[src/rtl/core/tdf_pkg.sv]
// shared constants, types and microcode table of the trial division factorizer
package tdf_pkg;

	localparam int VALUE_WIDTH = 32;
	localparam int IN_W        = 32;
	localparam int PRIME_W     = 32;
	localparam int EXP_W       = 5;

	typedef enum logic [3:0] {
		S_IDLE  = 4'd0,
		S_CHK1  = 4'd1,
		S_TRY   = 4'd2,
		S_TWAIT = 4'd3,
		S_TEST  = 4'd4,
		S_TDIV  = 4'd5,
		S_TAKE  = 4'd6,
		S_RWAIT = 4'd7,
		S_RTEST = 4'd8,
		S_EMITP = 4'd9,
		S_AFTER = 4'd10,
		S_INC   = 4'd11,
		S_REM   = 4'd12,
		S_RDONE = 4'd13,
		S_ONE   = 4'd14,
		S_ODONE = 4'd15
	} step_t;

	typedef enum logic [3:0] {
		C_NONE,
		C_ALWAYS,
		C_NO_IN,
		C_N_LE1,
		C_DIV_BUSY,
		C_Q_LT_P,
		C_R_NZ,
		C_R_Z,
		C_OUT_HOLD,
		C_N_EQ1
	} cond_t;

	typedef enum logic [1:0] {
		OS_NONE,
		OS_FACTOR,
		OS_REM,
		OS_ONE
	} out_sel_t;

	typedef struct packed {
		logic     in_ready;
		logic     div_start;
		logic     clr_e;
		logic     take;
		logic     inc_p;
		out_sel_t out_sel;
		cond_t    cond;
		step_t    target;
	} ctrl_t;

	// control word for each step: jump to target when cond holds, else fall through
	function automatic ctrl_t ucode(input step_t s);
		ctrl_t w;
		w = '{in_ready: 1'b0, div_start: 1'b0, clr_e: 1'b0, take: 1'b0, inc_p: 1'b0,
			out_sel: OS_NONE, cond: C_NONE, target: S_IDLE};
		unique case (s)
			S_IDLE: begin
				w.in_ready = 1'b1;
				w.cond     = C_NO_IN;
				w.target   = S_IDLE;
			end
			S_CHK1: begin
				w.cond   = C_N_LE1;
				w.target = S_ONE;
			end
			S_TRY: begin
				w.div_start = 1'b1;
				w.clr_e     = 1'b1;
			end
			S_TWAIT: begin
				w.cond   = C_DIV_BUSY;
				w.target = S_TWAIT;
			end
			S_TEST: begin
				w.cond   = C_Q_LT_P;
				w.target = S_REM;
			end
			S_TDIV: begin
				w.cond   = C_R_NZ;
				w.target = S_INC;
			end
			S_TAKE: begin
				w.take      = 1'b1;
				w.div_start = 1'b1;
			end
			S_RWAIT: begin
				w.cond   = C_DIV_BUSY;
				w.target = S_RWAIT;
			end
			S_RTEST: begin
				w.cond   = C_R_Z;
				w.target = S_TAKE;
			end
			S_EMITP: begin
				w.out_sel = OS_FACTOR;
				w.cond    = C_OUT_HOLD;
				w.target  = S_EMITP;
			end
			S_AFTER: begin
				w.cond   = C_N_EQ1;
				w.target = S_IDLE;
			end
			S_INC: begin
				w.inc_p  = 1'b1;
				w.cond   = C_ALWAYS;
				w.target = S_TRY;
			end
			S_REM: begin
				w.out_sel = OS_REM;
				w.cond    = C_OUT_HOLD;
				w.target  = S_REM;
			end
			S_RDONE: begin
				w.cond   = C_ALWAYS;
				w.target = S_IDLE;
			end
			S_ONE: begin
				w.out_sel = OS_ONE;
				w.cond    = C_OUT_HOLD;
				w.target  = S_ONE;
			end
			S_ODONE: begin
				w.cond   = C_ALWAYS;
				w.target = S_IDLE;
			end
			default: begin
				w.cond   = C_ALWAYS;
				w.target = S_IDLE;
			end
		endcase
		return w;
	endfunction

endpackage

[src/rtl/core/trial_division_factorizer.sv]
// top level: microcoded trial division prime factorizer
// inputs 0 and 1 skip the trial loop and give a single result; otherwise each trial divisor
//   runs one division on the bit-serial divider, plus one more division per power removed,
//   so a 32-bit input tries up to roughly 65536 trial divisors
// one item at a time: a new value is taken only in the idle step, after the last result
// reset: arst_n clears the step counter to idle and stops the divider
module trial_division_factorizer (
	input  logic                        clk,
	input  logic                        arst_n,
	input  logic                        in_valid,
	output logic                        in_ready,
	input  logic [tdf_pkg::IN_W-1:0]    value_to_factor,
	output logic                        out_valid,
	input  logic                        out_ready,
	output logic [tdf_pkg::PRIME_W-1:0] prime,
	output logic [tdf_pkg::EXP_W-1:0]   exponent,
	output logic                        last
);
	import tdf_pkg::*;

	localparam int VW = VALUE_WIDTH;

	// sequencer state
	step_t pc_q;
	step_t pc_next;
	ctrl_t ctrl;
	logic  jump;

	// datapath registers: remaining value, candidate divisor, exponent count
	logic [VW-1:0]    n_q;
	logic [VW-1:0]    p_q;
	logic [EXP_W-1:0] e_q;

	// divider interface
	logic          div_busy;
	logic [VW-1:0] div_quo;
	logic [VW-1:0] div_rem;
	logic [VW-1:0] div_dividend;

	logic accept_in;
	logic n_is_one;

	assign accept_in = in_valid && ctrl.in_ready;
	assign n_is_one  = (n_q == VW'(1));

	// control word for the current step
	always_comb begin
		ctrl = ucode(pc_q);
	end

	// condition select and next step
	always_comb begin
		case (ctrl.cond)
			C_NONE:     jump = 1'b0;
			C_ALWAYS:   jump = 1'b1;
			C_NO_IN:    jump = !in_valid;
			C_N_LE1:    jump = (n_q <= VW'(1));
			C_DIV_BUSY: jump = div_busy;
			C_Q_LT_P:   jump = (div_quo < p_q);      // candidate squared exceeds n
			C_R_NZ:     jump = (div_rem != '0);
			C_R_Z:      jump = (div_rem == '0);
			C_OUT_HOLD: jump = !out_ready;
			C_N_EQ1:    jump = n_is_one;
			default:    jump = 1'b0;
		endcase
		pc_next = jump ? ctrl.target : step_t'(pc_q + 4'd1);
	end

	always_ff @(posedge clk or negedge arst_n) begin
		if (!arst_n) begin
			pc_q <= S_IDLE;
		end else begin
			pc_q <= pc_next;
		end
	end

	// datapath updates under microcode control
	always_ff @(posedge clk) begin
		if (accept_in) begin
			n_q <= VW'(value_to_factor);
			p_q <= VW'(2);
		end
		if (ctrl.inc_p) begin
			p_q <= p_q + VW'(1);
		end
		if (ctrl.clr_e) begin
			e_q <= '0;
		end
		// exact division: keep the quotient and count one more power
		if (ctrl.take) begin
			n_q <= div_quo;
			e_q <= e_q + EXP_W'(1);
		end
	end

	// after a take the next division runs on the fresh quotient
	assign div_dividend = ctrl.take ? div_quo : n_q;

	tdf_divider u_div (
		.clk       (clk),
		.arst_n    (arst_n),
		.start     (ctrl.div_start),
		.dividend  (div_dividend),
		.divisor   (p_q),
		.busy      (div_busy),
		.quotient  (div_quo),
		.remainder (div_rem)
	);

	// result selection; a factor is last when nothing of n remains
	always_comb begin
		out_valid = (ctrl.out_sel != OS_NONE);
		case (ctrl.out_sel)
			OS_FACTOR: begin
				prime    = PRIME_W'(p_q);
				exponent = e_q;
				last     = n_is_one;
			end
			OS_REM: begin
				prime    = PRIME_W'(n_q);
				exponent = EXP_W'(1);
				last     = 1'b1;
			end
			OS_ONE: begin
				prime    = '0;
				exponent = '0;
				last     = 1'b1;
			end
			default: begin
				prime    = '0;
				exponent = '0;
				last     = 1'b0;
			end
		endcase
	end

	assign in_ready = ctrl.in_ready;

endmodule

[src/rtl/core/tdf_divider.sv]
// restoring divider, one quotient bit per cycle
module tdf_divider (
	input  logic                            clk,
	input  logic                            arst_n,
	input  logic                            start,
	input  logic [tdf_pkg::VALUE_WIDTH-1:0] dividend,
	input  logic [tdf_pkg::VALUE_WIDTH-1:0] divisor,
	output logic                            busy,
	output logic [tdf_pkg::VALUE_WIDTH-1:0] quotient,
	output logic [tdf_pkg::VALUE_WIDTH-1:0] remainder
);
	import tdf_pkg::*;

	localparam int VW    = VALUE_WIDTH;
	localparam int CNT_W = $clog2(VW);

	logic             busy_q;
	logic [CNT_W-1:0] cnt_q;
	logic [VW-1:0]    rem_q;
	logic [VW-1:0]    quo_q;
	logic [VW-1:0]    div_q;

	logic [VW:0]      shifted;
	logic [VW:0]      diff;
	logic             ge;
	logic [VW-1:0]    rem_next;

	// shift in next dividend bit, subtract when it fits
	always_comb begin
		shifted  = {rem_q, quo_q[VW-1]};
		diff     = shifted - {1'b0, div_q};
		ge       = !diff[VW];
		rem_next = ge ? diff[VW-1:0] : shifted[VW-1:0];
	end

	always_ff @(posedge clk or negedge arst_n) begin
		if (!arst_n) begin
			busy_q <= 1'b0;
			cnt_q  <= '0;
		end else if (start) begin
			busy_q <= 1'b1;
			cnt_q  <= CNT_W'(VW - 1);
		end else if (busy_q) begin
			if (cnt_q == '0) begin
				busy_q <= 1'b0;
			end else begin
				cnt_q <= cnt_q - 1'b1;
			end
		end
	end

	always_ff @(posedge clk) begin
		if (start) begin
			rem_q <= '0;
			quo_q <= dividend;
			div_q <= divisor;
		end else if (busy_q) begin
			rem_q <= rem_next;
			quo_q <= {quo_q[VW-2:0], ge};
		end
	end

	assign busy      = busy_q;
	assign quotient  = quo_q;
	assign remainder = rem_q;

endmodule

[config.mk]
export PLATFORM = sky130hd
export DESIGN_NAME = trial_division_factorizer
export DESIGN_NICKNAME = d
export VERILOG_FILES = /design/src/rtl/core/tdf_pkg.sv /design/src/rtl/core/trial_division_factorizer.sv /design/src/rtl/core/tdf_divider.sv
export SDC_FILE = /design/constraint.sdc
export NUM_CORES = 1
export LEC_CHECK = 0
export ABC_AREA = 1
export BUFFER_PORTS_ARGS = -buffer_cell sky130_fd_sc_hd__buf_4
export CAP_MARGIN = 20
export CELL_PAD_IN_SITES_DETAIL_PLACEMENT = 1
export CELL_PAD_IN_SITES_GLOBAL_PLACEMENT = 1
export CORE_MARGIN = 5
export CORE_UTILIZATION = 49
export CTS_CLUSTER_SIZE = 24
export DETAILED_ROUTE_END_ITERATION = 12
export HOLD_SLACK_MARGIN = 0.1
export MAX_ROUTING_LAYER = met4
export PLACE_DENSITY_LB_ADDON = 0.25
export SKIP_CTS_REPAIR_TIMING = 1
export SYNTH_ARGS = -nofsm -noshare
export SYNTH_HDL_FRONTEND = slang
export SYNTH_SLANG_ARGS = --single-unit
[constraint.sdc]
create_clock -name clk -period 11.2 [get_ports clk]
set_clock_uncertainty 0.2 [all_clocks]
set_input_delay 2.24 -clock clk [delete_from_list [all_inputs] [get_ports clk]]
set_output_delay 2.24 -clock clk [all_outputs]
set_load 0.01 [all_outputs]
==> run_results.csv <==
group,metric,value,unit
run_status,status,"complete, no violations",
clock_tree,clock_latency,0.45,ns
yosys,synth.avg_cell_area,7.37,sq um
power_and_ir_drop,max-vdd-ir-drop,0.000172,V
power_and_ir_drop,power.net_switching,2260,uW
clock_tree,clock_tree_from_tritoncts,"built",
routing,drc,0,
yosys,synth_fa_ha_area_share,8.00,%
global_routing,antenna_violations_before_repair,0,
floorplan,fp-row-count,57,
yosys,synth_ff_type,"sky130_fd_sc_hd__edfxtp_1",
global_routing,grt_usage,28.5,%
yosys,synthMostInstantiatedCell,"sky130_fd_sc_hd__nand2_1",
floorplan,placeableCoreArea,24200,sq um
power_and_ir_drop,cellInternalPower,2220,uW
yosys,yosys_warnings,0,
power_and_ir_drop,power.clock.fraction,13.6,%
layout,flow.area_growth_from_synthesis,12.9,%
routing,ant_nets,0,
yosys,synth.distinct_cells,45,
yosys,gate_count_post_synth,1624,
clock_tree,cts_root_buf,"sky130_fd_sc_hd__clkbuf_16",
yosys,synth.cells.most_frequent,"sky130_fd_sc_hd__nand2_1, sky130_fd_sc_hd__inv_1, sky130_fd_sc_hd__edfxtp_1",
clock_tree,cts_buffer_depth,2,
routing,wl_per_cell,19.0,um
place,port_buffers,75,
yosys,yosys.area_share.xor_xnor,1.17,%
yosys,synth.largest_area_cell,"sky130_fd_sc_hd__edfxtp_1",
clock_tree,clk_pin_slew_worst_paths,0.08,ns
place,place_ws,5.61,ns
power_and_ir_drop,combinationalPowerShare,57.8,%
timing,fin_crit_sh,52.6,%
timing,finalSetupTns,0,ns
routing,route.final.wire_length,38500,um
layout,drive_above_1_share,9.98,%
timing,setup_ws,5.30,ns
routing,dr.first_iter.drc_count,672,
place,placed_cells,1992,
floorplan,io_pins,76,
setup_path,worstSetupEndpointType,"primary output",
clock_tree,cts-htree-levels,4,
routing,dr_total_vias,11300,
yosys,synth.top_cell.area_share,33.4,%
routing,vias_per_cell,5.55,
timing,grt_setup_unrepaired,"no",
yosys,post_synth_and_or_nand_nor_area_fraction,28.9,%
global_routing,grt_pass1_vias,11900,
setup_path,crit_required,8.76,ns
power_and_ir_drop,p_leak,0.00643,uW
clock_tree,numClockSinks,175,
timing,timing.final.max_slew_violations,0,
place,gp_routability_congestion,0.901,
yosys,muxShareOfSynthArea,0,%
yosys,synth_area,12000,sq um
layout,num-fill-cells,3095,
clock_tree,clock_buffer_count_from_cts,17,
global_routing,grt_overflow_total,0,
power_and_ir_drop,fin_total_pwr,4480,uW
yosys,yosysSeqAreaShare,40.8,%
timing,timing.final.setup_violations,0,
floorplan,initial_cell_density_of_the_core,49.5,%
layout,design.final.nets,1802,
power_and_ir_drop,power_frac_seq,28.6,%
layout,multi_input_comb_area,5900,sq um
worst_hold_path,hp-class,"flop to flop",
timing,relSlewSlack,26.4,%
layout,layout.cells.non_filler,2027,
timing,hold_viol_final,0,
timing,finalWorstPathRequiredPeriod,5.90,ns
place,dpl_cell_area,12900,sq um
yosys,synth-seq-cells,175,
yosys,post_synth_main_area_contributors,"sky130_fd_sc_hd__edfxtp_1, sky130_fd_sc_hd__nand2_1, sky130_fd_sc_hd__inv_1",
yosys,ys_async_sr_fraction,5.71,%
setup_path,startpoint_type,"flop",
setup_path,crit_arrival,3.46,ns
floorplan,die_area,27700,sq um
setup_path,path_max_fanout,21,
layout,stdcell_area,13500,sq um
timing,max_clock_freq,170,MHz
yosys,synth_edf_count,133,
floorplan,fp.dieW,166,um
layout,antenna_cells,0,
layout,total_area_of_sequential_cells,4880,sq um
power_and_ir_drop,power_per_cell_area,331,nW/um^2
yosys,synth_compound_area_share,10.9,%
floorplan,die_h,166,um
setup_path,criticalPathCategory,"flop to primary output",
job,drv_cap,0,
yosys,synth_top_family_by_area,"simple AND/OR/NAND/NOR gates",
yosys,syn-num-nets,1736,
power_and_ir_drop,sw_share,50.5,%
global_routing,first_pass_grt_wire_length,61900,um
timing,worst-slew-pin-transition,1.10,ns
routing,firstDrtPassIters,6,
global_routing,grt_max_degree,109,
place,dpl.hpwl,29200,um
[layout make-up]
type / count / area share, %
clock buffers: 21 / 3.65
multi-input cells: 1131 / 43.7
flip-flops and latches: 175 / 36.1
repair buffers: 85 / 5.05
inverters: 280 / 7.78
well taps: 324 / 3.00
clock inverters: 11 / 0.694
[registers in the layout (all words and copies together), names as in the netlist]
register / count
e_q: 5
n_q: 32
p_q: 32
pc_q: 4
u_div.busy: 1
u_div.cnt_q: 5
u_div.div_q: 32
u_div.quotient: 32
u_div.remainder: 32
[routing by layer]
layer / vias to the layer above / part of all wire, % / global-route usage [%]
li1: 5451 / - / -
met1: 5443 / 43 / 34.4
met2: 303 / 50 / 49.8
met3: 53 / 4.4 / 3.86
met4: 0 / 2.7 / 8.89
met5: - / 0 / -
[layout by cell type, fill, tap and decap left out, types with 4 or more instances in the layout]
cell type                     n
sky130_fd_sc_hd__nor2_1     121
sky130_fd_sc_hd__xor2_1       4
sky130_fd_sc_hd__clkbuf_16   19
sky130_fd_sc_hd__o21a_1       6
sky130_fd_sc_hd__dfxtp_1     32
sky130_fd_sc_hd__nand2_1    441
sky130_fd_sc_hd__edfxtp_1   133
sky130_fd_sc_hd__or2_2        4
sky130_fd_sc_hd__dfrtp_1     10
sky130_fd_sc_hd__nand4_1     23
sky130_fd_sc_hd__a21oi_1     77
sky130_fd_sc_hd__nor2_2       5
sky130_fd_sc_hd__clkinv_4     4
sky130_fd_sc_hd__o21ai_0    111
sky130_fd_sc_hd__nand3_1    131
sky130_fd_sc_hd__buf_4       82
sky130_fd_sc_hd__o21ai_1      8
sky130_fd_sc_hd__nand3b_1     6
sky130_fd_sc_hd__inv_1      269
sky130_fd_sc_hd__xnor2_1     12
sky130_fd_sc_hd__inv_2       10
sky130_fd_sc_hd__nor4_1       7
sky130_fd_sc_hd__nand2_2      8
sky130_fd_sc_hd__a21oi_2      4
sky130_fd_sc_hd__ha_1        75
sky130_fd_sc_hd__nor3_1      32
sky130_fd_sc_hd__nand2_4      7
sky130_fd_sc_hd__o22ai_1     20
[cells by family (layout without fill, tap and decap cells)]
| logic type | count (synthesis) | count (layout) |
|---|---|---|
| AND/OR/NAND/NOR | 798 | 798 |
| buffers and inverters | 318 | 397 |
| AO/OA/AOI/OAI | 241 | 241 |
| flip-flops | 175 | 175 |
| adder cells (fa/ha/maj) | 76 | 76 |
| XOR/XNOR | 16 | 16 |
[worst max-delay path, cell delays in order (launching register included)]
cell and delay (ns):
sky130_fd_sc_hd__dfrtp_1 0.42, sky130_fd_sc_hd__inv_1 0.12, sky130_fd_sc_hd__ha_1 0.28, sky130_fd_sc_hd__inv_1 0.10, sky130_fd_sc_hd__a21oi_2 0.23, sky130_fd_sc_hd__inv_1 0.14, sky130_fd_sc_hd__ha_1 0.30, sky130_fd_sc_hd__buf_4 0.24
sky130_fd_sc_hd__nand2_1 0.54, sky130_fd_sc_hd__o22ai_1 0.44, sky130_fd_sc_hd__buf_4 0.18
[path summary, 6_finish.rpt]
kind                                               endpoint  depth (start not counted)  slack (ns)                             start
min reg2reg                u_div.remainder[27]$_SDFFE_PN0P_                          2        0.29  u_div.remainder[27]$_SDFFE_PN0P_
min                        u_div.remainder[27]$_SDFFE_PN0P_                          2        0.29  u_div.remainder[27]$_SDFFE_PN0P_
max reg2reg                u_div.remainder[19]$_SDFFE_PN0P_                         17        7.93      u_div.quotient[31]$_DFFE_PP_
max in group asynchronous              u_div.busy$_DFF_PN0_                          1        9.22                            arst_n
min in group asynchronous                 pc_q[0]$_DFF_PN0_                          1        1.42                            arst_n
max                                               prime[18]                         10        5.30                 pc_q[0]$_DFF_PN0_
[metrics by stage]
step | hold WS (ns) | util (%)
after detailed placement | 0.273 | 53.2
after global routing | 0.314 | 55.9
final | 0.295 | 55.9
after global placement | 0.244 | 53.2
after CTS | 0.295 | 55.6
after floorplan | 0.235 | -
[power groups by stage]
stage / registers, uW / clock network, uW / logic [uW]
final: 1280 / 609 / 2590
after global routing: 1300 / 643 / 2920
after CTS: 1280 / 615 / 2560
after detailed placement: 1280 / 0 / 2520
after global placement: 1260 / 0 / 2400
after floorplan: 1210 / 0 / 1850
(Power assumes the default switching activity.)
